### src/hdl/ffa_pkg.sv
// Shared definitions for the first-fit heap allocator.
// Request and response beat types, operation and status codes, default sizes.
// No dependencies.
`default_nettype none

package ffa_pkg;

    // Default sizing of the allocator
    localparam int MAX_BLOCKS_DEFAULT     = 64;
    localparam int HEAP_ADDR_BITS_DEFAULT = 20;
    localparam int HEADER_BYTES_DEFAULT   = 16;

    // Fixed field widths of the request and response beats
    localparam int SIZE_BITS  = 21;
    localparam int DADDR_BITS = 20;
    localparam int OP_BITS    = 2;
    localparam int STAT_BITS  = 2;

    // Heap limit after reset: 1 MiB
    localparam logic [SIZE_BITS-1:0] HEAP_LIMIT_RESET = 21'h10_0000;

    // Operation codes
    localparam logic [OP_BITS-1:0] OP_ALLOC  = 2'd0;
    localparam logic [OP_BITS-1:0] OP_FREE   = 2'd1;
    localparam logic [OP_BITS-1:0] OP_RESIZE = 2'd2;

    // Status codes
    localparam logic [STAT_BITS-1:0] STATUS_OK       = 2'd0;
    localparam logic [STAT_BITS-1:0] STATUS_NO_MEM   = 2'd1;
    localparam logic [STAT_BITS-1:0] STATUS_BAD_ADDR = 2'd2;

    // Request beat
    typedef struct packed {
        logic [OP_BITS-1:0]    operation;
        logic [SIZE_BITS-1:0]  request_size;
        logic [DADDR_BITS-1:0] data_address;
    } t_req;

    // Response beat
    typedef struct packed {
        logic [DADDR_BITS-1:0] result_address;
        logic [STAT_BITS-1:0]  status;
        logic [SIZE_BITS-1:0]  copy_length;
    } t_rsp;

endpackage

`default_nettype wire

### src/hdl/ffa_ram.sv
// Generic simple dual-port RAM: one write port, one read port, registered read.
// Used for the allocator block table. No dependencies.
`default_nettype none

module ffa_ram #(
    parameter int WIDTH = 8,
    parameter int DEPTH = 64
) (
    input  wire logic                     i_clk,
    input  wire logic                     i_we,
    input  wire logic [$clog2(DEPTH)-1:0] i_waddr,
    input  wire logic [WIDTH-1:0]         i_wdata,
    input  wire logic                     i_re,
    input  wire logic [$clog2(DEPTH)-1:0] i_raddr,
    output logic      [WIDTH-1:0]         o_rdata
);

    logic [WIDTH-1:0] r_mem [DEPTH];
    logic [WIDTH-1:0] r_rdata;

    // write port
    always_ff @(posedge i_clk) begin
        if (i_we) begin
            r_mem[i_waddr] <= i_wdata;
        end
    end

    // registered read port
    always_ff @(posedge i_clk) begin
        if (i_re) begin
            r_rdata <= r_mem[i_raddr];
        end
    end

    assign o_rdata = r_rdata;

endmodule

`default_nettype wire

### src/hdl/first_fit_heap_allocator.sv
// First-fit heap allocator top level: sequencer, block table walk, result register.
// Depends on ffa_pkg (types, codes) and ffa_ram (block table storage).
//
// The block keeps a table of heap blocks in address order in a RAM, one entry per
// block (header start, data size, free mark), plus the block count and the heap
// break. One request is handled at a time: o_stall is low only while idle. A request
// that needs a walk reads the table through the single RAM read port, one entry per
// cycle, stopping at the first free block that fits (allocate) or at the block whose
// data offset matches (free, resize); a resize that relocates walks twice. Requests
// that need no walk (null sizes, null frees, undefined operations) go straight to
// the result. The result sits in an output register, so the next request is taken
// while a result still waits on i_stall. The heap limit is written through
// i_cfg_wr_en and i_cfg_wr_data; the user must write it only while the block is
// idle, which the block itself does not enforce. No clearing pass after reset:
// table entries at or above the block count are never read.
`default_nettype none

module first_fit_heap_allocator
    import ffa_pkg::*;
#(
    parameter int MAX_BLOCKS     = MAX_BLOCKS_DEFAULT,
    parameter int HEAP_ADDR_BITS = HEAP_ADDR_BITS_DEFAULT,
    parameter int HEADER_BYTES   = HEADER_BYTES_DEFAULT
) (
    input  wire logic                 i_clk,
    input  wire logic                 i_rst_n,
    // request channel
    input  wire logic                 i_valid,
    output logic                      o_stall,
    input  wire t_req                 i_req,
    // response channel
    output logic                      o_valid,
    input  wire logic                 i_stall,
    output t_rsp                      o_rsp,
    // heap limit register
    input  wire logic                 i_cfg_wr_en,
    input  wire logic [SIZE_BITS-1:0] i_cfg_wr_data
);

    localparam int AW = HEAP_ADDR_BITS;
    localparam int IW = $clog2(MAX_BLOCKS);
    localparam int CW = $clog2(MAX_BLOCKS + 1);
    localparam int WW = ((AW > SIZE_BITS) ? AW : SIZE_BITS) + 2;
    localparam int EW = AW + SIZE_BITS + 1;

    localparam logic [WW-1:0] HDR       = WW'(HEADER_BYTES);
    localparam logic [WW-1:0] CAP       = WW'(1) << AW;
    localparam logic [WW-1:0] ADDR_MASK = {{(WW - AW){1'b0}}, {AW{1'b1}}};

    typedef enum logic [3:0] {
        S_IDLE     = 4'b0001,
        S_SCAN     = 4'b0010,
        S_FREE_OLD = 4'b0100,
        S_RESULT   = 4'b1000
    } t_state;

    t_state                 r_state;
    t_req                   r_req;
    logic                   r_fit;
    logic                   r_reloc;
    logic                   r_pend;
    logic [CW-1:0]          r_rd_idx;
    logic [IW-1:0]          r_chk_idx;
    logic [IW-1:0]          r_old_idx;
    logic [AW-1:0]          r_old_start;
    logic [SIZE_BITS-1:0]   r_old_size;
    logic [CW-1:0]          r_count;
    logic [AW:0]            r_break;
    logic [SIZE_BITS-1:0]   r_limit;
    t_rsp                   r_rsp;
    t_rsp                   r_out;
    logic                   r_out_valid;

    // table RAM ports
    logic                   ram_we;
    logic [IW-1:0]          ram_waddr;
    logic [EW-1:0]          ram_wdata;
    logic                   ram_re;
    logic [EW-1:0]          ram_rdata;

    // fields of the entry read back
    logic [AW-1:0]          rd_start;
    logic [SIZE_BITS-1:0]   rd_size;
    logic                   rd_free;

    logic [WW-1:0]          e_off;
    logic [WW-1:0]          e_off_m;
    logic                   hit;
    logic                   more;
    logic [WW-1:0]          top;
    logic [WW-1:0]          lim;
    logic                   can_append;
    logic [WW-1:0]          brk_off_m;
    logic [WW-1:0]          old_end;
    logic                   old_is_top;
    logic                   accept;

    assign rd_start = ram_rdata[AW-1:0];
    assign rd_size  = ram_rdata[AW+SIZE_BITS-1:AW];
    assign rd_free  = ram_rdata[EW-1];

    // compare and address arithmetic shared by every step of the walk
    always_comb begin
        e_off      = WW'(rd_start) + HDR;
        e_off_m    = e_off & ADDR_MASK;
        if (r_fit) begin
            hit = r_pend && rd_free && (rd_size >= r_req.request_size);
        end else begin
            hit = r_pend && (e_off == WW'(r_req.data_address));
        end
        more       = r_rd_idx < r_count;
        top        = WW'(r_break) + HDR + WW'(r_req.request_size);
        lim        = (WW'(r_limit) < CAP) ? WW'(r_limit) : CAP;
        can_append = (r_count != CW'(MAX_BLOCKS)) && (top <= lim);
        brk_off_m  = (WW'(r_break) + HDR) & ADDR_MASK;
        old_end    = WW'(r_old_start) + HDR + WW'(r_old_size);
        old_is_top = (old_end == WW'(r_break)) &&
                     ((CW'(r_old_idx) + CW'(1)) == r_count);
    end

    // table write and read control
    always_comb begin
        ram_we    = 1'b0;
        ram_waddr = r_chk_idx;
        ram_wdata = {1'b0, rd_size, rd_start};
        ram_re    = 1'b0;
        case (r_state)
            S_SCAN: begin
                if (hit) begin
                    // claim the fitting block
                    ram_we = r_fit;
                end else if (more) begin
                    ram_re = 1'b1;
                end else if (r_fit && can_append) begin
                    // new block at the break
                    ram_we    = 1'b1;
                    ram_waddr = r_count[IW-1:0];
                    ram_wdata = {1'b0, r_req.request_size, r_break[AW-1:0]};
                end
            end
            S_FREE_OLD: begin
                ram_we    = !old_is_top;
                ram_waddr = r_old_idx;
                ram_wdata = {1'b1, r_old_size, r_old_start};
            end
            default: begin
                ram_we = 1'b0;
            end
        endcase
    end

    ffa_ram #(
        .WIDTH (EW),
        .DEPTH (MAX_BLOCKS)
    ) u_table (
        .i_clk   (i_clk),
        .i_we    (ram_we),
        .i_waddr (ram_waddr),
        .i_wdata (ram_wdata),
        .i_re    (ram_re),
        .i_raddr (r_rd_idx[IW-1:0]),
        .o_rdata (ram_rdata)
    );

    assign accept = i_valid && (r_state == S_IDLE);

    // heap limit register
    always_ff @(posedge i_clk) begin
        if (!i_rst_n) begin
            r_limit <= HEAP_LIMIT_RESET;
        end else if (i_cfg_wr_en) begin
            r_limit <= i_cfg_wr_data;
        end
    end

    // sequencer
    always_ff @(posedge i_clk) begin
        if (!i_rst_n) begin
            r_state     <= S_IDLE;
            r_pend      <= 1'b0;
            r_count     <= '0;
            r_break     <= '0;
            r_out_valid <= 1'b0;
        end else begin
            // output beat taken; a result load in S_RESULT keeps it set
            if (r_out_valid && !i_stall && (r_state != S_RESULT)) begin
                r_out_valid <= 1'b0;
            end

            case (r_state)
                S_IDLE: begin
                    if (accept) begin
                        r_req                <= i_req;
                        r_rd_idx             <= '0;
                        r_pend               <= 1'b0;
                        r_reloc              <= 1'b0;
                        r_rsp.result_address <= '0;
                        r_rsp.copy_length    <= '0;
                        case (i_req.operation)
                            OP_ALLOC: begin
                                if (i_req.request_size == '0) begin
                                    r_rsp.status <= STATUS_NO_MEM;
                                    r_state      <= S_RESULT;
                                end else begin
                                    r_rsp.status <= STATUS_OK;
                                    r_fit        <= 1'b1;
                                    r_state      <= S_SCAN;
                                end
                            end
                            OP_FREE: begin
                                r_rsp.status <= STATUS_OK;
                                if (i_req.data_address == '0) begin
                                    r_state <= S_RESULT;
                                end else begin
                                    r_fit   <= 1'b0;
                                    r_state <= S_SCAN;
                                end
                            end
                            OP_RESIZE: begin
                                if (i_req.request_size == '0) begin
                                    r_rsp.status <= STATUS_NO_MEM;
                                    r_state      <= S_RESULT;
                                end else if (i_req.data_address == '0) begin
                                    r_rsp.status <= STATUS_OK;
                                    r_fit        <= 1'b1;
                                    r_state      <= S_SCAN;
                                end else begin
                                    r_rsp.status <= STATUS_OK;
                                    r_fit        <= 1'b0;
                                    r_state      <= S_SCAN;
                                end
                            end
                            default: begin
                                r_rsp.status <= STATUS_OK;
                                r_state      <= S_RESULT;
                            end
                        endcase
                    end
                end

                S_SCAN: begin
                    if (hit && r_fit) begin
                        // first fit found, no split
                        r_pend                <= 1'b0;
                        r_rsp.result_address  <= e_off_m[DADDR_BITS-1:0];
                        r_rsp.status          <= STATUS_OK;
                        r_rsp.copy_length     <= r_reloc ? r_old_size : '0;
                        r_state               <= r_reloc ? S_FREE_OLD : S_RESULT;
                    end else if (hit) begin
                        // address match
                        r_pend      <= 1'b0;
                        r_old_idx   <= r_chk_idx;
                        r_old_start <= rd_start;
                        r_old_size  <= rd_size;
                        if (r_req.operation == OP_FREE) begin
                            r_state <= S_FREE_OLD;
                        end else if (rd_size >= r_req.request_size) begin
                            r_rsp.result_address <= r_req.data_address;
                            r_state              <= S_RESULT;
                        end else begin
                            // too small: walk again for a new block
                            r_reloc  <= 1'b1;
                            r_fit    <= 1'b1;
                            r_rd_idx <= '0;
                        end
                    end else if (more) begin
                        r_pend    <= 1'b1;
                        r_chk_idx <= r_rd_idx[IW-1:0];
                        r_rd_idx  <= r_rd_idx + CW'(1);
                    end else begin
                        r_pend <= 1'b0;
                        if (r_fit && can_append) begin
                            // grow the heap
                            r_count              <= r_count + CW'(1);
                            r_break              <= top[AW:0];
                            r_rsp.result_address <= brk_off_m[DADDR_BITS-1:0];
                            r_rsp.status         <= STATUS_OK;
                            r_rsp.copy_length    <= r_reloc ? r_old_size : '0;
                            r_state              <= r_reloc ? S_FREE_OLD : S_RESULT;
                        end else if (r_fit) begin
                            r_rsp.status <= STATUS_NO_MEM;
                            r_state      <= S_RESULT;
                        end else begin
                            r_rsp.status <= STATUS_BAD_ADDR;
                            r_state      <= S_RESULT;
                        end
                    end
                end

                S_FREE_OLD: begin
                    // top block drops off the heap, others are marked free
                    if (old_is_top) begin
                        r_break <= (AW + 1)'(r_old_start);
                        r_count <= r_count - CW'(1);
                    end
                    r_state <= S_RESULT;
                end

                S_RESULT: begin
                    if (!r_out_valid || !i_stall) begin
                        r_out       <= r_rsp;
                        r_out_valid <= 1'b1;
                        r_state     <= S_IDLE;
                    end
                end

                default: begin
                    r_state <= S_IDLE;
                end
            endcase
        end
    end

    assign o_stall = (r_state != S_IDLE);
    assign o_valid = r_out_valid;
    assign o_rsp   = r_out;

endmodule

`default_nettype wire
### config.mk
export PLATFORM = sky130hd
export DESIGN_NAME = first_fit_heap_allocator
export DESIGN_NICKNAME = d
export VERILOG_FILES = /design/src/hdl/ffa_pkg.sv /design/src/hdl/ffa_ram.sv /design/src/hdl/first_fit_heap_allocator.sv
export SDC_FILE = /design/constraint.sdc
export NUM_CORES = 2
export LEC_CHECK = 0
export ABC_AREA = 1
export BUFFER_PORTS_ARGS = -buffer_cell sky130_fd_sc_hd__buf_2
export CORE_MARGIN = 5
export CORE_UTILIZATION = 35
export DETAILED_ROUTE_END_ITERATION = 8
export HOLD_SLACK_MARGIN = 0.03
export PLACE_DENSITY = 0.52
export SLEW_MARGIN = 5
export SYNTH_ARGS = -nofsm -noshare
export SYNTH_HDL_FRONTEND = slang
export SYNTH_HIERARCHICAL = 1
export SYNTH_SLANG_ARGS = --single-unit
### constraint.sdc
create_clock -name i_clk -period 15.1 [get_ports i_clk]
set_clock_uncertainty 0.2 [all_clocks]
set_input_delay 0.755 -clock i_clk [delete_from_list [all_inputs] [get_ports i_clk]]
set_output_delay 0.755 -clock i_clk [all_outputs]
set_load 0.05 [all_outputs]
== Word level (Yosys, flattened, before mapping) ==
Memories as Yosys holds them, arrays and structs flattened. A register that Yosys moved wholly into a read port is not among the register bits.
Cells that the tools add are included.

* Memory bits (writable): 2688
* Word-level logic and storage cells: 193
* Memories kept: 1
* Register bits after elaboration: 246
* Output and inout port bits: 45
* Bits of input ports: 69

{| class="wikitable"
|+ Memory list
! memory !! depth !! bits a word !! rd ports !! clocked after Yosys merged registers in !! wr ports !! RTL line !! source
|-
| u_table.r_mem || 64 || 42 || 1 || 1 || 1 || ffa_ram.sv:18 || <nowiki>logic [WIDTH-1:0] r_mem [DEPTH];</nowiki>
|}

* Multiplexer cells: 84
* Equality and inequality tests: 38
* $add $sub $neg: 9
* Reductions and logical operators: 33
* Magnitude comparators: 4
* Bitwise logic cells: 2

{| class="wikitable"
|+ Operators by type and width
! kind !! number
|-
| 21-bit 2-to-1 mux || 8
|-
| 43-bit 2-to-1 mux || 3
|-
| 41-bit 2-to-1 mux || 3
|-
| 43-bit case mux with 2 select lines || 1
|-
| 42-bit case mux with 2 select lines || 1
|-
| 20-bit 2-to-1 mux || 4
|-
| 7-bit 2-to-1 mux || 11
|-
| 4-bit 2-to-1 mux || 11
|-
| 20-bit by 5-bit adder with 21-bit output, second input constant || 2
|-
| 21-bit case mux with 2 select lines || 1
|-
| 7-bit case mux with 2 select lines || 2
|-
| 3-bit != test, second input constant || 9
|-
| 1-bit 2-to-1 mux || 25
|-
| 23-bit by 21-bit adder with 23-bit output || 1
|-
| 23-bit by 21-bit less-or-equal comparator with 1-bit output || 1
|-
| 23-bit 2-to-1 mux || 1
|-
| 21-bit by 21-bit adder with 22-bit output || 1
|-
| 21-bit by 5-bit adder with 22-bit output, second input constant || 1
|-
| 22-bit by 21-bit == test with 1-bit output || 1
|-
| 21-bit by 20-bit == test with 1-bit output || 1
|-
| 21-bit >= comparator || 1
|-
| 21-bit logical NOT || 1
|-
| 21-bit < comparator, second input constant || 1
|-
| 7-bit AND reduction || 3
|-
| other kinds (37) || 76
|}

== Logic depth before layout (Yosys ltp) ==
* Word-level depth: 11
* Mapped depth: 37

== Hierarchy ==
The synthesis kept the hierarchy.

{| class="wikitable"
|+ Modules (own cells, without submodules)
! module !! cells each !! sequential area each (um2) !! area each (um2) !! times used
|-
| ffa_ram || 8875 || 81978.6 || 109457.5 || 1
|-
| first_fit_heap_allocator || 2035 || 6836.6 || 16216.8 || 1
|}

== Worst setup path before layout ==
OpenSTA, ideal clock, no wires.

* Kind: flip-flop to flip-flop
* From: register r_break[5]
* To: memory u_table/r_mem[55][0] (netlist bit) (enable)
* Arrival time: 7814 ps
* Cell stages (with the launch flop): 36
* Path slack: 6593 ps
* Period minus slack after synthesis: 8507 ps
* Cell sequence: dfxtp_1 -> ha_1 -> nand2_1 -> nor2_1 -> nand3_1 -> nand3b_1 -> nor2_1 -> nand2_1 -> nor3_1 -> xor2_1 -> inv_1 -> ha_1 -> nand2_1 -> inv_1 -> nand2_1 -> nor3_1 -> nand4_1 -> nand3_1 -> inv_1 -> o21ai_0 -> nand2_1 -> and2_1 -> ha_1 -> nand2_1 -> nor3_1 -> nand3_1 -> nand2_1 -> nand4_4 -> nor2_4 -> buf_2 -> o211ai_1 -> nand3_1 -> inv_1 -> nor3_1 -> inv_1 -> nor3_1

* Elaborated cells on any way between the ends: 18
* Classes of those cells: add/sub: 2; order compare: 1; eq/ne: 1; mux: 10; reduce/logical: 4

{| class="wikitable"
|+ RTL lines
! element !! RTL line !! source
|-
| start, declared || first_fit_heap_allocator.sv:68 || <nowiki>logic [AW:0] r_break;</nowiki>
|-
| start signal, assigned || first_fit_heap_allocator.sv:275 || <nowiki>r_break <= top[AW:0];</nowiki>
|-
| start signal, assigned || first_fit_heap_allocator.sv:293 || <nowiki>r_break <= (AW + 1)'(r_old_start);</nowiki>
|-
| 21-bit by 5-bit adder with 22-bit output || -- ||
|-
| 23-bit by 21-bit adder with 23-bit output || first_fit_heap_allocator.sv:112 || <nowiki>top = WW'(r_break) + HDR + WW'(r_req.request_size);</nowiki>
|-
| 23-bit by 21-bit less-or-equal comparator with 1-bit output || first_fit_heap_allocator.sv:114 || <nowiki>can_append = (r_count != CW'(MAX_BLOCKS)) && (top <= lim);</nowiki>
|-
| 1-bit logical AND || first_fit_heap_allocator.sv:114 ||
|-
| 1-bit logical AND || first_fit_heap_allocator.sv:134 || <nowiki>end else if (r_fit && can_append) begin</nowiki>
|-
| 6-bit 2-to-1 mux || first_fit_heap_allocator.sv:134 ||
|-
| 6-bit 2-to-1 mux || first_fit_heap_allocator.sv:132 || <nowiki>end else if (more) begin</nowiki>
|-
| 6-bit 2-to-1 mux || first_fit_heap_allocator.sv:129 || <nowiki>if (hit) begin</nowiki>
|-
| 6-bit case mux with 2 select lines || first_fit_heap_allocator.sv:127 || <nowiki>case (r_state)</nowiki>
|-
| named net ram_waddr[2] || first_fit_heap_allocator.sv:76 || <nowiki>logic [IW-1:0] ram_waddr;</nowiki>
|-
| end, declared || ffa_ram.sv:18 ||
|}

The timed path passes the listed nets, and every way through them passes these cells.

== Worst setup path in the final report ==
* From: register r_break[4]
* To: memory u_table/r_mem[13][19] (netlist bit) (enable)

Same word-level chain as after synthesis.

==> impl_metrics.ini <==
[route]
vias_per_cell = 5.35
firstDrtPassIters = 6
post_drt_wl_per_cell_um = 26.6
drc = 0
finalWirelength_mm = 426
routed-via-count = 85811
antenna_left = 0
dr.first_iter.drc_count = 10360

[floorplanning]
ios = 114
core_mm2 = 0.358
die_height_um = 609
initial_core_util = 0.351
die-area_mm2 = 0.371
fp.dieW_um = 609
rows = 220

[clocking]
clock_sinks = 2976
cts_tree = built
cts_resized = 0
insertion_delay_ns = 0.93
cts-root-buf = clkbuf_16
path_clk_slew_ns = 0.06
ctsLongestPathBuffers = 4
cts_buffers = 329
cts_max_level = 5

[worst_setup_path]
path_class = reg -> reg
crit_path_end_kind = flip-flop
cp_slowest_stage_delay_ns = 0.91
path_buf_inv = 6
cpMostUsedCell = nand2_1
crit_slowest_cell = nor2_4
worstPathRequired_ns = 15.44
critPathMaxFanout = 33
cp.arrival_ns = 9.40
critPathTopFamily = simple AND/OR/NAND/NOR gates
cp-start-kind = flip-flop

[synth]
syn_avg_cell_area_um2 = 11.5
synth-seq-cells = 2976
yosysTopAreaCell = edfxtp_1
synth_area_leaders = edfxtp_1, nand2_1, nand3_1
synth-main-ff-cell = edfxtp_1
synth_cell_types = 51
ys_seq_area_frac = 0.707
synth-warning-count = 6
synth_edf_count = 2921
syn_inst = 10910
syn_nets = 11101
yosysMostFrequentCell = nand2_1
syn_area_mm2 = 0.126
yosys-top-cells-count = nand2_1, edfxtp_1, nand3_1
synthArstFlopShare = 0
synth_top_area_frac = 0.698

[sta]
worst_pin_slew_ns = 1.17
rsz0062_at_grt = false
clock.fmax_mhz = 110
period_needed_ns = 9.06
setup_viol = 0
slew_violations = 0
period_share = 0.600
slew_headroom = 0.219
fin_setup_tns_ns = 0
hold_viol = 0

[place]
place_hpwl_mm = 251
place_inst = 15352
gp_congestion = 0.921
io_buffers = 113

[grt]
grtUsageTotal = 0.222
grt_pass1_wl_mm = 604
use_met2 = 0.336
grt_start_max_net_pins = 199
grt.busiest_layer = met2
antenna_found_initial = 32
grt_util_met3 = 0.0387
overflow = 0
grt_pass1_vias = 80675
grt_util_met1 = 0.320

[finish]
fin_cells = 16026
syn_to_final_growth_pct = 12.9
nFillCells = 34130
drive_gt1_frac = 0.0811
nNetsFinal = 11167

[pwr]
vdd_drop_max_mv = 0.0870
powerDensity_mw_per_mm2 = 139
leakagePower_nw = 50.5

[hold_path]
worstHoldPathType = in -> reg

[outcome]
status = finished, final reports clean

[run]
cap_violations = 0
## cells in the final DEF (no fill, tap or decap), types with 98 or more instances in the layout
cell,count
edfxtp_1,2921
clkbuf_16,334
nand2_1,3539
a21oi_1,98
nor2_1,198
ha_1,119
nand3_1,2593
buf_2,113
buf_4,197
inv_1,215
## cell type report
| class | count | area (µm²) | area share |
|---|---|---|---|
| Sequential cell | 2976 | 88800 | 0.626 |
| Clock inverter | 189 | 1650 | 0.0116 |
| Antenna cell | 15 | 37.5 | 0.000265 |
| Tap cell | 4773 | 5970 | 0.0421 |
| Timing Repair Buffer | 385 | 2890 | 0.0203 |
| Inverter | 225 | 895 | 0.00631 |
| Clock buffer | 404 | 8630 | 0.0608 |
| Multi-Input combinational cell | 7059 | 33000 | 0.233 |
## per-stage QoR
stage | utilization | cell area [µm²] | setup slack [ns] | hold slack (ns) | power, mW
floorplan | - | 126000 | 6.59 | 0.200 | 11.0
global placement | 0.365 | 131000 | 6.21 | 0.205 | 12.0
detailed placement | 0.365 | 131000 | 6.24 | 0.205 | 12.0
CTS | 0.396 | 142000 | 6.19 | 0.0549 | 19.8
global route | 0.396 | 142000 | 5.51 | 0.170 | 20.3
finish | 0.396 | 142000 | 6.04 | 0.151 | 19.7
## layer usage
layer / wire length (µm) / part of all wire
met1: 186000 / 0.44
met2: 188000 / 0.44
met3: 34100 / 0.080
met4: 17000 / 0.040
met5: 71 / 0.00017
## report_power, final
part	switching, mW	internal (mW)	leakage [nW]
combinational	2.03	0.527	18.9
clock	3.29	4.47	4.99
sequential	0.0426	9.30	26.6
## state kept, by name, indices dropped and copies added (netlist names), 4 cells and up
signal and flops:
r_break 21, r_req 43, u_table/o_rdata 42, r_state 4, r_limit 21, r_chk_idx 6, r_rd_idx 7, r_old_idx 6
r_count 7, r_rsp 43, r_old_size 21, r_old_start 20, u_table/r_mem 2688, o_rsp 43
## final timing paths
kind	from	to	slack, ns	cells after the start
hold reg to reg	r_rsp[21]$_DFFE_PP_	o_rsp[21]$_DFFE_PP_	0.22	0
setup reg to reg	r_break[4]$_SDFFE_PN0P_	u_table/r_mem[13][19]$_DFFE_PP_	6.04	36
hold / removal	i_cfg_wr_en	r_limit[20]$_SDFFE_PN1P_	0.15	2
setup / recovery	r_break[4]$_SDFFE_PN0P_	u_table/r_mem[13][19]$_DFFE_PP_	6.04	36
## logic make-up after synthesis
family                   Yosys count  synth area share
XOR/XNOR                          82           0.00571
adder cells (fa/ha/maj)          122            0.0123
AO/OA/AOI/OAI                    266            0.0122
flip-flops                      2976             0.707
AND/OR/NAND/NOR                 6589             0.226
buffers and inverters            875            0.0367
## timing repair
item	CTS	global route
hold buffers	66	0
endpoints found under the setup margin	0	0
buffers inserted	0	0
hold endpoints to repair	69	0
Note: power is estimated with default switching activity, not from simulation.
